==> src/hdl/ptlru_pkg.sv <==
// Shared types and codes for the paged translation block with LRU eviction.
`timescale 1ns / 1ps

package ptlru_pkg;

  // Result status codes.
  localparam logic [1:0] STATUS_OK        = 2'd0;
  localparam logic [1:0] STATUS_BAD_PROC  = 2'd1;
  localparam logic [1:0] STATUS_NO_VICTIM = 2'd2;

  // Configuration register indexes.
  typedef enum logic [1:0] {
    REG_OFFSET_BITS = 2'd0,
    REG_VPN_BITS    = 2'd1,
    REG_FRAME_COUNT = 2'd2,
    REG_PROC_COUNT  = 2'd3
  } cfg_reg_t;

  // Control from the sequencer to the age compare unit.
  typedef struct packed {
    logic clear;   // start a new search
    logic sample;  // an entry's stamp and frame are on the read port
  } scan_ctrl_t;

  // Sequencer states, one-hot.
  typedef enum logic [8:0] {
    ST_IDLE      = 9'b000000001,
    ST_DECODE    = 9'b000000010,
    ST_PROBE     = 9'b000000100,
    ST_HIT       = 9'b000001000,
    ST_SCAN      = 9'b000010000,
    ST_SCAN_LAST = 9'b000100000,
    ST_PICK      = 9'b001000000,
    ST_WRITE     = 9'b010000000,
    ST_DONE      = 9'b100000000
  } seq_state_t;

endpackage

==> src/hdl/ptlru_lru_scan.sv <==
// Age compare unit: tracks the oldest valid entry seen during a table sweep.
`timescale 1ns / 1ps

module ptlru_lru_scan
  import ptlru_pkg::*;
#(
  parameter int IDX_W   = 6,
  parameter int FRAME_W = 5,
  parameter int STAMP_W = 64
) (
  input  logic               clk,
  input  logic               rst,
  input  scan_ctrl_t         ctrl,
  input  logic [IDX_W-1:0]   idx,
  input  logic [STAMP_W-1:0] stamp,
  input  logic [FRAME_W-1:0] frame,
  output logic               found,
  output logic [IDX_W-1:0]   victim,
  output logic [FRAME_W-1:0] victim_frame
);

  logic [STAMP_W-1:0] oldest;
  logic               take;

  // Strictly older wins, so on a tie the earlier (lower) page stays.
  assign take = ctrl.sample && (!found || (stamp < oldest));

  always_ff @(posedge clk) begin
    if (rst || ctrl.clear) begin
      found <= 1'b0;
    end else if (take) begin
      found <= 1'b1;
    end
  end

  always_ff @(posedge clk) begin
    if (take) begin
      oldest       <= stamp;
      victim       <= idx;
      victim_frame <= frame;
    end
  end

endmodule

==> config.mk <==
export PLATFORM = sky130hd
export DESIGN_NAME = ptlru_lru_scan
export DESIGN_NICKNAME = d
export VERILOG_FILES = /design/src/hdl/ptlru_pkg.sv /design/src/hdl/ptlru_lru_scan.sv
export SDC_FILE = /design/constraint.sdc
export NUM_CORES = 1
export LEC_CHECK = 0
export BUFFER_PORTS_ARGS = -buffer_cell sky130_fd_sc_hd__buf_2
export CAP_MARGIN = 10
export CORE_ASPECT_RATIO = 2
export CORE_MARGIN = 10
export CORE_UTILIZATION = 49
export DETAILED_ROUTE_END_ITERATION = 8
export PLACE_DENSITY = 0.77
export SYNTH_ARGS = -nofsm -noshare
export SYNTH_HDL_FRONTEND = slang
export SYNTH_SLANG_ARGS = --single-unit
export TNS_END_PERCENT = 5
==> constraint.sdc <==
create_clock -name clk -period 3.82 [get_ports clk]
set_input_delay 0 -clock clk [delete_from_list [all_inputs] [get_ports clk]]
set_output_delay 0 -clock clk [all_outputs]
set_load 0.005 [all_outputs]
==> metrics.md <==
| Metric | Value |
|---|---|
| Status | finished clean |
| Critical Path Source Type | input pin |
| # diodes | 0 |
| LEAKAGE | 2.59 nW |
| Worst-skew pair later-pin latency | 340 ps |
| Min-delay src | frame[1] |
| Switching Power | 0.000500 W |
| Worst path max stage delay | 540 ps |
| Depth of the CTS H-tree | 3 |
| Worst hold path type | input pin to flip-flop |
| Area of the core | 0.00783 mm² |
| PwrDens | 385 mW/mm² |
| Most frequent cell after synthesis | edfxtp_1 |
| Final hold vios | 0 |
| Warnings, synthesis | 0 |
| Final TNS setup | 0 ps |
| DRC violations left | 0 |
| Peak Freq | 365 MHz |
| Top_reg_cell synth | edfxtp_1 |
| Unrepaired setup endpoints after global routing | false |
| Final WL | 9110 µm |
| Global-route usage over all layers | 15.7% |
| Port bufs | 90 |
| Final setup margin | 1080 ps |
| Die Y | 146 µm |
| Worst vdd ir | 0.321 mV |
| Number of nets with antenna violations after routing | 0 |
| Vias | 2921 |
| Die ar. | 0.0121 mm² |
| Setup Crit Path Kind | input pin to flip-flop |
| Seq pwr share | 48.6% |
| Top Ports | 91 |
| Initial antenna violation count | 0 |
| Routed WL per cell | 15.5 µm |
| Placement Rows | 46 |
| Yosys top cell by area | edfxtp_1 |
| Synth Register Bits | 76 |
| Largest net degree at the start of global routing | 43 |
| Vias/cell | 4.98 |
| Register-to-Register Path Depth | 9 |
| Max cap viols | 0 |
| Clock buffer depth | 2 |
| Post-synthesis sequential area ratio | 58.4% |
| Max_slew headroom | 65.1% |
| Clock Power Share | 34.6% |
| DPL Wire Length | 6040 µm |
| Critical path cell sequence | dlygate4sd3_1 -> buf_2 -> ha_1 -> a21oi_2 -> o21ai_1 -> a221o_1 -> a2111oi_2 -> a21o_1 -> and3_2 -> buf_4 |
| Initial Util | 49.7% |
| Switching share of power | 23.6% |
| Final Power | 0.00212 W |
| Post-CTS sizing | 0 |
| Number of flops mapped to enable cells by yosys | 75 |
| First-pass DRT Iterations | 5 |
| Worst Setup SP | stamp[19] |
| Area Overhead vs Synth | 41.4% |
| Die width | 83.0 µm |
| Commonest cells post-synth | edfxtp_1, inv_1, ha_1 |
| Critical Path End Type | flip-flop |
| Asr flop ratio synth | 0% |
| Hold Crit Depth | 2 |
| Pint | 0.00162 W |
| Clk_skew | 7.77 ps |
| Routability congestion estimate | 0.793 |
| First-pass GRT wire length | 15500 µm |
| Syn_area_per_cell | 12.7 µm² |
| Final Slew Violations | 0 |
| CTS Root Buffer Type | clkbuf_16 |
| Crit Path Max Fanout | 42 |
| Initial DRC Count | 139 |
| Slew @ Worst Pin | 523 ps |
| Crit path max-delay cell type | dlygate4sd3_1 |
| Post-Syn Area | 0.00389 mm² |
| Placement Setup Slack | 1050 ps |
| Top post-synthesis cells by area | edfxtp_1, ha_1, inv_1, a21oi_1, nand4_1 |
| Total CTS buffers | 9 |
| R2r startpoint | oldest[19] |
| Final setup vio count | 0 |
| Remaining Overflow, GRT | 0 |
| Clk pin slew, worst setup/hold paths | 50 ps |
| Share of the synthesized area in the top cell type | 57.9% |
| Vias in the first global route | 3223 |
| Arr. time, crit path | 2710 ps |
| Post-Syn Nets | 448 |
| TritonCTS clock tree | done |
| Crit share post-route | 71.7% |
| Worst path required time | 3790 ps |
| Syn Inst Count | 306 |
| Final Net Count | 628 |
| Post CTS Setup Buffer Count | 0 |
| TritonCTS Sinks | 76 |
| Layout cells sized above 1 | 21.6% |
| Yosys cell types | 28 |
| Combinational power share | 16.9% |
| Fin crit period | 2740 ps |
==> critical path, delay by kind of cell <==
kind	cells	cell delay (ps)
adder cells (fa/ha/maj)	1	310
AO/OA/AOI/OAI	5	1080
AND/OR/NAND/NOR	1	170
buffers and inverters	3	1120
==> timing repair <==
action	CTS	global route
hold endpoints to repair	76	0
hold buffers	77	0
setup endpoints to repair	0	0
==> layout by cell type (no fill, tap or decap), types with 2 or more instances in the layout <==
| cell type | synthesis | routed |
|---|---|---|
| nor3_1 | 3 | 3 |
| nor2_1 | 5 | 5 |
| clkbuf_16 | 0 | 9 |
| a2111oi_2 | 2 | 2 |
| edfxtp_1 | 75 | 75 |
| buf_4 | 0 | 2 |
| buf_2 | 0 | 90 |
| ha_1 | 63 | 63 |
| and4_1 | 2 | 2 |
| nand2_1 | 13 | 13 |
| a31oi_1 | 2 | 2 |
| inv_1 | 65 | 65 |
| a21o_1 | 7 | 7 |
| nand2b_1 | 4 | 4 |
| clkinv_1 | 0 | 3 |
| o21ai_0 | 7 | 7 |
| clkbuf_1 | 0 | 3 |
| a21oi_1 | 23 | 23 |
| dlygate4sd3_1 | 0 | 77 |
| nand4_1 | 12 | 12 |
| nand3_1 | 8 | 8 |
| nor2b_1 | 2 | 2 |
==> final cells by class <==
class | count | area [µm²]
repair buffers | 169 | 1240
multi-input cells | 165 | 1380
well taps | 96 | 120
clock buffers | 12 | 236
fillers | 553 | 2320
clock inverters | 4 | 16.3
inverters | 65 | 244
flip-flops and latches | 76 | 2270
==> stage by stage <==
step           std cells  hold slack, ps  cell area, µm²  util [%]
2_1_floorplan        306            76.8            3890         -
3_3_place_gp         494             162            4480      57.2
3_5_place_dp         494             168            4480      57.2
4_1_cts              587             362            5500      70.3
5_1_grt              587             387            5500      70.3
6_report             587             382            5500      70.3
==> state kept, by name (all words and copies together) (netlist names) <==
register,cells
oldest,64
victim,6
victim_frame,5
found,1
==> power by group through the flow <==
| stage | registers, W | clock network (W) | logic (W) |
|---|---|---|---|
| after floorplan | 0.00104 | 0 | 0.000177 |
| after global placement | 0.00104 | 0 | 0.000284 |
| after detailed placement | 0.00105 | 0 | 0.000295 |
| after CTS | 0.00103 | 0.000752 | 0.000360 |
| after global routing | 0.00104 | 0.000779 | 0.000417 |
| final | 0.00103 | 0.000733 | 0.000358 |
==> cells by family after synthesis <==
kind of cell	Yosys count	share of synthesized area, %
DFF	76	58.4
buffers and inverters	65	6.27
adders and majority gates	63	20.3
and+or+nand+nor	54	7.30
AOI/OAI and AO/OA	48	7.81
==> final timing paths <==
path / endpoint / slack, ps
setup / recovery: oldest[47] / 1080
hold reg to reg: found / 1080
setup reg to reg: oldest[47] / 1080
hold / removal: victim_frame[1] / 380
==> routing by layer <==
metal / global-route usage, % / routed length, µm / vias up
met4: 5.74 / 144 / 0
met5: 0 / 0 / -
met1: 17.8 / 3820 / 1341
met3: 5.13 / 525 / 12
met2: 26.5 / 4620 / 97
li1: - / - / 1471
Power figures use the tool's default switching activity.
